<file path="config.mk">
export PLATFORM = sky130hd
export DESIGN_NAME = nfc_response_frame_parser_top
export DESIGN_NICKNAME = d
export VERILOG_FILES = /design/src/rtl/core/nfc_rfp_pkg.sv /design/src/rtl/core/nfc_response_frame_parser_top.sv
export SDC_FILE = /design/constraint.sdc
export NUM_CORES = 1
export LEC_CHECK = 0
export ABC_AREA = 1
export BUFFER_PORTS_ARGS = -buffer_cell sky130_fd_sc_hd__buf_2
export CAP_MARGIN = 5
export CORE_MARGIN = 4
export CORE_UTILIZATION = 55
export DETAILED_ROUTE_END_ITERATION = 8
export PLACE_DENSITY = 0.74
export SLEW_MARGIN = 20
export SYNTH_ARGS = -nofsm -noshare
export SYNTH_HDL_FRONTEND = slang
export SYNTH_SLANG_ARGS = --single-unit
</file>
<file path="constraint.sdc">
create_clock -name clk -period 8.4 [get_ports clk]
set_input_delay 0.42 -clock clk [delete_from_list [all_inputs] [get_ports clk]]
set_output_delay 0.42 -clock clk [all_outputs]
set_load 0.1 [all_outputs]
</file>
<file path="src/rtl/core/nfc_rfp_pkg.sv">
// ============================================================================
// nfc_rfp_pkg -- response frame parser shared definitions
// Phase codes, status codes, register indexes, reset values, frame constants and the result word.
// ============================================================================
package nfc_rfp_pkg;

    // Configuration port
    localparam int CFG_INDEX_W = 2;
    localparam int CFG_DATA_W  = 8;

    localparam logic [CFG_INDEX_W-1:0] REG_EXPECTED_COMMAND = 2'd0;
    localparam logic [CFG_INDEX_W-1:0] REG_MAX_PAYLOAD      = 2'd1;
    localparam logic [CFG_INDEX_W-1:0] REG_FRAME_IDENTIFIER = 2'd2;

    localparam logic [7:0] RST_EXPECTED_COMMAND = 8'd0;
    localparam logic [7:0] RST_MAX_PAYLOAD      = 8'd64;
    localparam logic [7:0] RST_FRAME_IDENTIFIER = 8'd213;

    // Frame constants
    localparam logic [7:0] START_BYTE     = 8'hFF;
    localparam logic [7:0] POSTAMBLE_BYTE = 8'h00;
    localparam logic [7:0] PREAMBLE_BYTE  = 8'h00;
    localparam logic [7:0] LEN_OVERHEAD   = 8'd2;

    // Result kinds
    localparam logic KIND_DATA   = 1'b0;
    localparam logic KIND_STATUS = 1'b1;

    // Status codes
    typedef enum logic [1:0] {
        ST_GOOD    = 2'd0,
        ST_INVALID = 2'd1,
        ST_NOSPACE = 2'd2
    } status_t;

    // Parser phase
    typedef enum logic [2:0] {
        PH_PREAMBLE = 3'd0,
        PH_LENGTH   = 3'd1,
        PH_COMMAND  = 3'd2,
        PH_PAYLOAD  = 3'd3,
        PH_TRAILER  = 3'd4
    } phase_t;

    // One result word
    typedef struct packed {
        logic       kind;
        logic [7:0] data_byte;
        status_t    status;
        logic [7:0] payload_length;
        logic       last;
    } result_t;

endpackage

</file>
<file path="src/rtl/core/nfc_response_frame_parser_top.sv">
// ============================================================================
// nfc_response_frame_parser_top -- response frame parser
// Checks a received information frame byte by byte, passes payload bytes
// on and reports one status word at the end of each frame.
// ============================================================================
//
//  channel | direction | handshake          | payload
//  --------+-----------+--------------------+-----------------------------------
//  in      | input     | in_valid/in_stall  | rx_byte
//  out     | output    | out_valid/out_stall| kind, data_byte, status,
//          |           |                    | payload_length, last
//  cfg     | input     | cfg_we             | cfg_index, cfg_data
//
// One byte is accepted per cycle; the frame state updates at the accepting
// edge, and any result is loaded into the output register at that same edge
// and offered from the next cycle on.
// The output register drains while a new byte enters, so throughput is one
// byte per cycle unless the receiver stalls with a word still held.
// in_stall rises only while the output register is full and out_stall is high.
// Reset clears the frame state, the output valid and loads register defaults.
// ============================================================================
module nfc_response_frame_parser_top
(
    input  logic                                clk,
    input  logic                                rst_n,
    // input byte channel
    input  logic                                in_valid,
    output logic                                in_stall,
    input  logic [7:0]                          rx_byte,
    // result channel
    output logic                                out_valid,
    input  logic                                out_stall,
    output logic                                kind,
    output logic [7:0]                          data_byte,
    output logic [1:0]                          status,
    output logic [7:0]                          payload_length,
    output logic                                last,
    // configuration write port
    input  logic                                cfg_we,
    input  logic [nfc_rfp_pkg::CFG_INDEX_W-1:0] cfg_index,
    input  logic [nfc_rfp_pkg::CFG_DATA_W-1:0]  cfg_data
);

    // Configuration registers
    logic [7:0] expected_command_reg;
    logic [7:0] max_payload_reg;
    logic [7:0] frame_identifier_reg;

    // Frame state
    nfc_rfp_pkg::phase_t phase_reg, phase_next;
    logic [1:0] group_position_reg, group_position_next;
    logic       group_mismatch_reg, group_mismatch_next;
    logic [7:0] first_group_byte_reg, first_group_byte_next;
    logic [7:0] payload_count_reg, payload_count_next;
    logic [7:0] running_sum_reg, running_sum_next;
    logic [7:0] payload_size_reg, payload_size_next;

    // Output register
    logic                 out_valid_reg, out_valid_next;
    nfc_rfp_pkg::result_t result_reg, result_next;
    logic                 emit;

    logic       in_accept;
    logic [7:0] len_size;
    logic [7:0] sum_with_byte;

    assign in_stall  = out_valid_reg && out_stall;
    assign in_accept = in_valid && !in_stall;

    assign len_size      = first_group_byte_reg - nfc_rfp_pkg::LEN_OVERHEAD;
    assign sum_with_byte = running_sum_reg + rx_byte;

    // Write configuration registers; unknown indexes are ignored
    always_ff @(posedge clk or negedge rst_n)
    begin
        if (!rst_n)
        begin
            expected_command_reg <= nfc_rfp_pkg::RST_EXPECTED_COMMAND;
            max_payload_reg      <= nfc_rfp_pkg::RST_MAX_PAYLOAD;
            frame_identifier_reg <= nfc_rfp_pkg::RST_FRAME_IDENTIFIER;
        end
        else if (cfg_we)
        begin
            if (cfg_index == nfc_rfp_pkg::REG_EXPECTED_COMMAND)
                expected_command_reg <= cfg_data;
            if (cfg_index == nfc_rfp_pkg::REG_MAX_PAYLOAD)
                max_payload_reg <= cfg_data;
            if (cfg_index == nfc_rfp_pkg::REG_FRAME_IDENTIFIER)
                frame_identifier_reg <= cfg_data;
        end
    end

    // Advance the frame state for one byte and build its result word
    always_comb
    begin
        logic                fin;
        nfc_rfp_pkg::status_t fin_status;
        logic [7:0]          fin_length;

        fin        = 1'b0;
        fin_status = nfc_rfp_pkg::ST_GOOD;
        fin_length = 8'd0;
        emit       = 1'b0;

        phase_next            = phase_reg;
        group_position_next   = group_position_reg;
        group_mismatch_next   = group_mismatch_reg;
        first_group_byte_next = first_group_byte_reg;
        payload_count_next    = payload_count_reg;
        running_sum_next      = running_sum_reg;
        payload_size_next     = payload_size_reg;

        result_next.kind           = nfc_rfp_pkg::KIND_DATA;
        result_next.data_byte      = 8'd0;
        result_next.status         = nfc_rfp_pkg::ST_GOOD;
        result_next.payload_length = 8'd0;
        result_next.last           = 1'b0;

        unique case (phase_reg)
            nfc_rfp_pkg::PH_LENGTH:
            begin
                if (group_position_reg == 2'd0)
                begin
                    first_group_byte_next = rx_byte;
                    group_position_next   = 2'd1;
                end
                else if ((first_group_byte_reg + rx_byte) != 8'd0)
                begin
                    fin        = 1'b1;
                    fin_status = nfc_rfp_pkg::ST_INVALID;
                end
                else if (len_size > max_payload_reg)
                begin
                    fin        = 1'b1;
                    fin_status = nfc_rfp_pkg::ST_NOSPACE;
                end
                else
                begin
                    payload_size_next     = len_size;
                    running_sum_next      = 8'd0;
                    phase_next            = nfc_rfp_pkg::PH_COMMAND;
                    group_position_next   = 2'd0;
                    group_mismatch_next   = 1'b0;
                    first_group_byte_next = 8'd0;
                end
            end

            nfc_rfp_pkg::PH_COMMAND:
            begin
                running_sum_next = sum_with_byte;
                if (group_position_reg == 2'd0)
                begin
                    if (rx_byte != frame_identifier_reg)
                        group_mismatch_next = 1'b1;
                    group_position_next = 2'd1;
                end
                else if (group_mismatch_reg || rx_byte != (expected_command_reg + 8'd1))
                begin
                    fin        = 1'b1;
                    fin_status = nfc_rfp_pkg::ST_INVALID;
                end
                else
                begin
                    payload_count_next    = 8'd0;
                    phase_next            = (payload_size_reg == 8'd0) ?
                                            nfc_rfp_pkg::PH_TRAILER :
                                            nfc_rfp_pkg::PH_PAYLOAD;
                    group_position_next   = 2'd0;
                    group_mismatch_next   = 1'b0;
                    first_group_byte_next = 8'd0;
                end
            end

            nfc_rfp_pkg::PH_PAYLOAD:
            begin
                running_sum_next   = sum_with_byte;
                payload_count_next = payload_count_reg + 8'd1;
                if (payload_count_next == payload_size_reg)
                begin
                    phase_next            = nfc_rfp_pkg::PH_TRAILER;
                    group_position_next   = 2'd0;
                    group_mismatch_next   = 1'b0;
                    first_group_byte_next = 8'd0;
                end
                emit                  = 1'b1;
                result_next.data_byte = rx_byte;
            end

            nfc_rfp_pkg::PH_TRAILER:
            begin
                if (group_position_reg == 2'd0)
                begin
                    if (sum_with_byte != 8'd0)
                        group_mismatch_next = 1'b1;
                    group_position_next = 2'd1;
                end
                else if (group_mismatch_reg || rx_byte != nfc_rfp_pkg::POSTAMBLE_BYTE)
                begin
                    fin        = 1'b1;
                    fin_status = nfc_rfp_pkg::ST_INVALID;
                end
                else
                begin
                    fin        = 1'b1;
                    fin_status = nfc_rfp_pkg::ST_GOOD;
                    fin_length = payload_size_reg;
                end
            end

            nfc_rfp_pkg::PH_PREAMBLE:
            begin
                if (group_position_reg == 2'd2)
                begin
                    if (group_mismatch_reg || rx_byte != nfc_rfp_pkg::START_BYTE)
                    begin
                        fin        = 1'b1;
                        fin_status = nfc_rfp_pkg::ST_INVALID;
                    end
                    else
                    begin
                        phase_next            = nfc_rfp_pkg::PH_LENGTH;
                        group_position_next   = 2'd0;
                        group_mismatch_next   = 1'b0;
                        first_group_byte_next = 8'd0;
                    end
                end
                else
                begin
                    if (rx_byte != nfc_rfp_pkg::PREAMBLE_BYTE)
                        group_mismatch_next = 1'b1;
                    group_position_next = group_position_reg + 2'd1;
                end
            end

            default:
            begin
                phase_next          = nfc_rfp_pkg::PH_PREAMBLE;
                group_position_next = 2'd0;
                group_mismatch_next = 1'b0;
            end
        endcase

        // Close the frame: post the status word and drop back to preamble
        if (fin)
        begin
            emit                       = 1'b1;
            result_next.kind           = nfc_rfp_pkg::KIND_STATUS;
            result_next.data_byte      = 8'd0;
            result_next.status         = fin_status;
            result_next.payload_length = fin_length;
            result_next.last           = 1'b1;
            phase_next                 = nfc_rfp_pkg::PH_PREAMBLE;
            group_position_next        = 2'd0;
            group_mismatch_next        = 1'b0;
            first_group_byte_next      = 8'd0;
            payload_count_next         = 8'd0;
            running_sum_next           = 8'd0;
            payload_size_next          = 8'd0;
        end
    end

    // Output valid: load on a result, clear once taken, else hold
    always_comb
    begin
        if (in_accept && emit)
            out_valid_next = 1'b1;
        else if (!out_stall)
            out_valid_next = 1'b0;
        else
            out_valid_next = out_valid_reg;
    end

    // Hold frame state; advance only on an accepted word
    always_ff @(posedge clk or negedge rst_n)
    begin
        if (!rst_n)
        begin
            phase_reg            <= nfc_rfp_pkg::PH_PREAMBLE;
            group_position_reg   <= 2'd0;
            group_mismatch_reg   <= 1'b0;
            first_group_byte_reg <= 8'd0;
            payload_count_reg    <= 8'd0;
            running_sum_reg      <= 8'd0;
            payload_size_reg     <= 8'd0;
            out_valid_reg        <= 1'b0;
        end
        else
        begin
            out_valid_reg <= out_valid_next;
            if (in_accept)
            begin
                phase_reg            <= phase_next;
                group_position_reg   <= group_position_next;
                group_mismatch_reg   <= group_mismatch_next;
                first_group_byte_reg <= first_group_byte_next;
                payload_count_reg    <= payload_count_next;
                running_sum_reg      <= running_sum_next;
                payload_size_reg     <= payload_size_next;
            end
        end
    end

    // Result payload register
    always_ff @(posedge clk)
    begin
        if (in_accept && emit)
            result_reg <= result_next;
    end

    assign out_valid      = out_valid_reg;
    assign kind           = result_reg.kind;
    assign data_byte      = result_reg.data_byte;
    assign status         = result_reg.status;
    assign payload_length = result_reg.payload_length;
    assign last           = result_reg.last;

endmodule
</file>
== Word-level counts from Yosys, hierarchy flattened ==
Index checks and enable logic that the tools add are counted.

* Latch bits: 0
* Memories kept: 0
* Input bits: 23
* Memory bits (read-only): 0
* Register bits after elaboration: 83
* Logic and storage cells: 173
* Output and inout bits: 22
* RAM bits: 0

* Muxes and demuxes: 84
* Reductions and logical operators: 31
* Div/mod/pow operators: 0
* Magnitude comparators: 1
* Shifts and indexed selects: 0
* Equality and inequality tests: 32
* Multiply operators: 0
* Bitwise gates (word level): 3
* Add/sub/neg operators: 6

{| class="wikitable"
|+ Operator list
! cell !! count
|-
| 8-bit two-way mux || 21
|-
| 8-bit case mux with 2 select lines || 2
|-
| 8-bit case mux with 4 select lines || 1
|-
| 1-bit two-way mux || 31
|-
| 3-bit two-way mux || 10
|-
| 3-bit != test, second input constant || 10
|-
| 2-bit two-way mux || 13
|-
| 4-bit != test, second input constant || 6
|-
| 8-bit nonzero test || 3
|-
| 20-bit two-way mux || 1
|-
| 8-bit by 1-bit adder with 8-bit output, second input constant || 2
|-
| 8-bit adder || 2
|-
| 8-bit != test || 2
|-
| 3-bit case mux with 5 select lines || 1
|-
| 11-bit AND reduction || 1
|-
| 2-bit case mux with 5 select lines || 1
|-
| 10-bit AND reduction || 1
|-
| 5-bit AND reduction || 2
|-
| 9-bit AND reduction || 1
|-
| 8-bit equality test || 1
|-
| 8-bit greater-than comparator || 1
|-
| 8-bit logical NOT || 1
|-
| 2-bit by 1-bit != test with 1-bit output, second input constant || 4
|-
| 8-bit != test, second input constant || 1
|-
| other kinds (25) || 38
|}

== Depth between registers and ports, before layout ==
* Word-level depth: 9
* Gate-level depth with buffers: 23
* Depth with buffers taken out: 22

== Worst setup path after synthesis ==
OpenSTA, ideal clock, no wires.

* Kind: reg2reg
* From: register first_group_byte_reg[1]
* To: register result_reg, in the netlist data_byte[0] (enable)
* Period minus slack after synthesis: 3.593 ns
* Path slack: 4.807 ns
* Library setup time: 0.395 ns
* Stages on the path, launching flop included: 20
* Arrival time: 3.199 ns
* Buffers on the path: 0
* Required time: 8.005 ns
* Cell sequence: dfrtp_1 inv_1 ha_1 inv_1 nor3_1 nor3b_1 xor2_1 ha_1 nand2_1 nor2_1 nand2_1 nand2_1 nand3_1 nand2_1 inv_2 nand2_2 nor2_8 inv_4 nor2_1 nor2_1

* Word-level cells in the longest chain between the ends: 8
* Elaborated cells between the ends (all ways): 10
* Classes of those cells: add/sub (2); order compare (1); mux (5); reduce/logical (2)

{| class="wikitable"
|+ Ends and longest elaborated chain
! what !! line !! text
|-
| start: declaration || nfc_response_frame_parser_top.sv:53 || <nowiki>logic [7:0] first_group_byte_reg, first_group_byte_next;</nowiki>
|-
| start signal: assignment || nfc_response_frame_parser_top.sv:295 || <nowiki>first_group_byte_reg <= first_group_byte_next;</nowiki>
|-
| 8-bit by 2-bit subtractor with 8-bit output || nfc_response_frame_parser_top.sv:70 || <nowiki>assign len_size = first_group_byte_reg - nfc_rfp_pkg::LEN_OVERHEAD;</nowiki>
|-
| 8-bit greater-than comparator || nfc_response_frame_parser_top.sv:132 || <nowiki>else if (len_size > max_payload_reg)</nowiki>
|-
| 1-bit two-way mux || nfc_response_frame_parser_top.sv:132 ||
|-
| 1-bit two-way mux * || nfc_response_frame_parser_top.sv:127 || <nowiki>else if ((first_group_byte_reg + rx_byte) != 8'd0)</nowiki>
|-
| 1-bit two-way mux * || nfc_response_frame_parser_top.sv:122 || <nowiki>if (group_position_reg == 2'd0)</nowiki>
|-
| 1-bit case mux with 4 select lines * || nfc_response_frame_parser_top.sv:119 || <nowiki>unique case (phase_reg)</nowiki>
|-
| 1-bit two-way mux * || nfc_response_frame_parser_top.sv:244 || <nowiki>if (fin)</nowiki>
|-
| 1-bit logical AND * || nfc_response_frame_parser_top.sv:306 || <nowiki>if (in_accept && emit)</nowiki>
|-
| end signal: assignment || nfc_response_frame_parser_top.sv:307 || <nowiki>result_reg <= result_next;</nowiki>
|-
| end: declaration || nfc_response_frame_parser_top.sv:60 || <nowiki>nfc_rfp_pkg::result_t result_reg, result_next;</nowiki>
|}

Every way passes the cells marked *; elsewhere a longest branch is shown, timed or not.
A chain may end at the register's enable or synchronous reset.

== Worst setup path in the final report ==
* From: register first_group_byte_reg[1]
* To: register result_reg, in the netlist payload_length[7] (enable)

Same word-level chain as after synthesis.

==> flow_metrics.py <==
metrics = {
    "cells_and_area": {
        "ff_latch_area_um2": 2150,
        "multiInputGateArea_um2": 2650,
        "fill_cells": 843,
        "area_growth_pct": 9.71,
        "layout-drive-gt1-share": 0.166,
        "nets": 762,
        "num_antenna_cells": 0,
        "fin_area_um2": 5740,
    },
    "critical_path": {
        "end_kind": "register",
        "cpMaxStageDelayCell": "dfrtp_1",
        "crit_arrival_ns": 3.63,
        "worst-path-buf-inv": 5,
        "crit_family": "simple AND/OR/NAND/NOR gates",
        "path_cells": "inv_1 > ha_1 > inv_1 > nor3_1 > nor3b_1 > xor2_1 > ha_1 > a21oi_1 > o21a_1 > nand2_1 > nand3_1 > nand2_1 > inv_2 > nand2_2 > nor2_8 > inv_4 > nor2_1 > nor2_1 > buf_4",
        "critPathKind": "register to register",
        "cp_slowest_stage_delay_ns": 0.45,
        "cp_max_fo": 19,
        "cp-start-kind": "register",
        "worstPathRequired_ns": 8.49,
    },
    "clocking": {
        "tritoncts": "built",
        "cts_buffers": 9,
        "clk_latency_ns": 0.35,
        "clock-sinks": 82,
        "htreeDepth": 3,
        "post_cts_resize_count": 0,
        "root_buffer": "clkbuf_8",
        "hold_buffers": 0,
        "clockBufferDepth": 2,
        "cts.clk_slew.worst_paths_ns": 0.09,
        "postCtsSetupBuffers": 0,
    },
    "yosys": {
        "async_flop_share": 0.768,
        "synth_edf_count": 19,
        "synthAdderAreaFrac": 0.0674,
        "yosysWarningCount": 0,
        "synth_mux_area_frac": 0,
        "synth_simple_gate_area_frac": 0.289,
        "synth_area_um2": 5230,
        "synth_compound_area_frac": 0.104,
        "ys_ff_latch": 82,
        "postSynthCellCount": 665,
        "synth_ff_type": "dfrtp_1",
        "synth_cell_types": 47,
        "synth-xor-area-share": 0.0452,
        "synth_top_family_by_area": "simple AND/OR/NAND/NOR gates",
        "syn_area_per_cell_um2": 7.87,
        "synth_nets": 715,
        "yosysSeqAreaShare": 0.412,
    },
    "grt": {
        "grt_pass1_wl_um": 20800,
        "grt_pass1_vias": 4392,
        "antenna_found_initial": 0,
        "gr-total-overflow": 0,
        "grt_max_degree": 64,
        "grt_use_total": 0.233,
    },
    "route": {
        "routed_wirelength_um": 12300,
        "drc_errors": 0,
        "firstDrtPassIters": 4,
        "drtAntennaViolNets": 0,
        "vias": 4490,
        "vias_per_cell": 5.31,
        "drtIter0Drc": 229,
        "drt-wirelength-per-cell_um": 14.5,
    },
    "die": {
        "die_area_um2": 11100,
        "start_util": 0.566,
        "core_um2": 9240,
        "die_y_um": 106,
        "fp-row-count": 35,
        "io_pins": 45,
        "die_w_um": 106,
    },
    "power_and_ir_drop": {
        "powerDensity_nw_per_um2": 345,
        "ir_drop_uv": 132,
        "power_leakage_uw": 0.00281,
        "p_total_uw": 1980,
    },
    "flow_run": {
        "cap_violations": 0,
    },
    "sta": {
        "skew_ns": 0.0139,
        "worstMarginPinSlew_ns": 0.822,
        "setup_violations": 0,
        "post-route-min-period_ns": 3.55,
        "max_freq_ghz": 0.282,
        "final.setup.tns_ns": 0,
        "finalMaxSlewViolations": 0,
        "hold_viol_final": 0,
        "post-route-period-util": 0.422,
        "fin_ws_ns": 4.85,
        "fin_hold_ws_ns": 0.250,
        "slew_headroom": 0.452,
        "rsz0062_at_grt": "no",
    },
    "run_status": {
        "outcome": "finished clean",
    },
    "placement": {
        "dpl-instance-area_um2": 5550,
        "gp_congestion": 0.963,
        "port_buffers": 44,
        "hpwl_um": 9510,
        "post-place-ws_ns": 4.88,
    },
    "worst_hold_path": {
        "min_path_type": "input pin to asynchronous set/reset pin",
    },
}
## logic make-up after synthesis
group / count (synthesis)
buffers and inverters: 104
flip-flops: 82
XOR/XNOR: 27
AO/OA/AOI/OAI: 92
AND/OR/NAND/NOR: 333
adder cells (fa/ha/maj): 27
## placed cells by master (no fill, tap or decap), types with 2 or more instances in the layout
master and instances:
nand3_1 46, nor2_2 4, clkinv_2 2, nor3_1 7, a21oi_1 15, nor2_8 2, o21ai_0 37, nor3_2 3
ha_1 25, o21ai_1 11, buf_2 44, nand3b_1 5, xor2_1 15, nand2_2 5, edfxtp_1 19, nor2_1 56
a21oi_2 2, clkbuf_8 12, inv_2 13, inv_1 79, fa_1 2, xnor2_1 12, o22ai_1 5, nor2_4 2
or2_1 3, nor4_1 3, buf_4 2, nand4_1 10, dfstp_2 6, inv_4 2, o21ai_2 15, nand2_1 181
a31oi_1 2, dfrtp_1 57
## report_power, final
| part | internal (uW) | total, uW | switching, uW |
|---|---|---|---|
| Sequential | 524 | 607 | 83.6 |
| Clock | 131 | 273 | 142 |
| Combinational | 306 | 1100 | 792 |
| Total | 961 | 1980 | 1020 |
## path summary, 6_finish.rpt
kind / startpoint / end / slack, ns / depth (start not counted)
setup / recovery: first_group_byte_reg[1]$_DFFE_PN0P_ / payload_length[7]$_SDFFCE_PP0P_ / 4.85 / 19
hold / removal: rst_n / max_payload_reg[2]$_DFFE_PN0P_ / 0.25 / 2
setup reg to reg: first_group_byte_reg[1]$_DFFE_PN0P_ / payload_length[7]$_SDFFCE_PP0P_ / 4.85 / 19
hold reg to reg: max_payload_reg[1]$_DFFE_PN0P_ / max_payload_reg[1]$_DFFE_PN0P_ / 0.50 / 2
max in group asynchronous: rst_n / first_group_byte_reg[5]$_DFFE_PN0P_ / 7.61 / 2
min in group clk: out_stall / out_valid$_DFFE_PN0P_ / 0.30 / 3
## area by class of cell
type / count / share of cell area
Tap cell: 129 / 0.0281
Timing Repair Buffer: 46 / 0.0410
Clock inverter: 4 / 0.00414
Sequential cell: 82 / 0.375
Clock buffer: 12 / 0.0288
Multi-Input combinational cell: 479 / 0.461
Inverter: 94 / 0.0619
## layer usage
metal / wire, um / part of all wire / track usage / vias to the layer above
met2: 5800 / 0.47 / 0.385 / 124
met1: 5540 / 0.45 / 0.309 / 2090
met5: 0 / 0 / 0 / -
li1: - / - / - / 2249
met3: 620 / 0.051 / 0.0361 / 27
met4: 309 / 0.025 / 0.0897 / 0
## Yosys cell counts (2+ instances only)
| cell | count | area share |
|---|---|---|
| nand2_1 | 181 | 0.13 |
| inv_1 | 79 | 0.057 |
| dfrtp_1 | 57 | 0.27 |
| nor2_1 | 56 | 0.040 |
| nand3_1 | 46 | 0.044 |
| o21ai_0 | 37 | 0.035 |
| ha_1 | 25 | 0.060 |
| edfxtp_1 | 19 | 0.11 |
| a21oi_1 | 15 | 0.014 |
| o21ai_2 | 15 | 0.025 |
| xor2_1 | 15 | 0.025 |
| inv_2 | 13 | 0.0093 |
| xnor2_1 | 12 | 0.020 |
| o21ai_1 | 11 | 0.011 |
| nand4_1 | 10 | 0.012 |
| nor3_1 | 7 | 0.0067 |
| dfstp_2 | 6 | 0.030 |
| nand2_2 | 5 | 0.0060 |
| nand3b_1 | 5 | 0.0072 |
| o22ai_1 | 5 | 0.0060 |
| buf_4 | 4 | 0.0057 |
| nor2_2 | 4 | 0.0048 |
| clkbuf_1 | 3 | 0.0022 |
| nor3_2 | 3 | 0.0057 |
| nor4_1 | 3 | 0.0036 |
| or2_1 | 3 | 0.0036 |
| a21oi_2 | 2 | 0.0033 |
| a31oi_1 | 2 | 0.0024 |
| fa_1 | 2 | 0.0077 |
| nor2_4 | 2 | 0.0043 |
| nor2_8 | 2 | 0.0077 |
## stage by stage
step	cells	utilization
2_1_floorplan	665	-
4_1_cts	846	0.621
3_3_place_gp	830	0.601
6_report	846	0.621
5_1_grt	846	0.621
3_5_place_dp	830	0.601
Note: power is estimated with default switching activity, not from simulation.
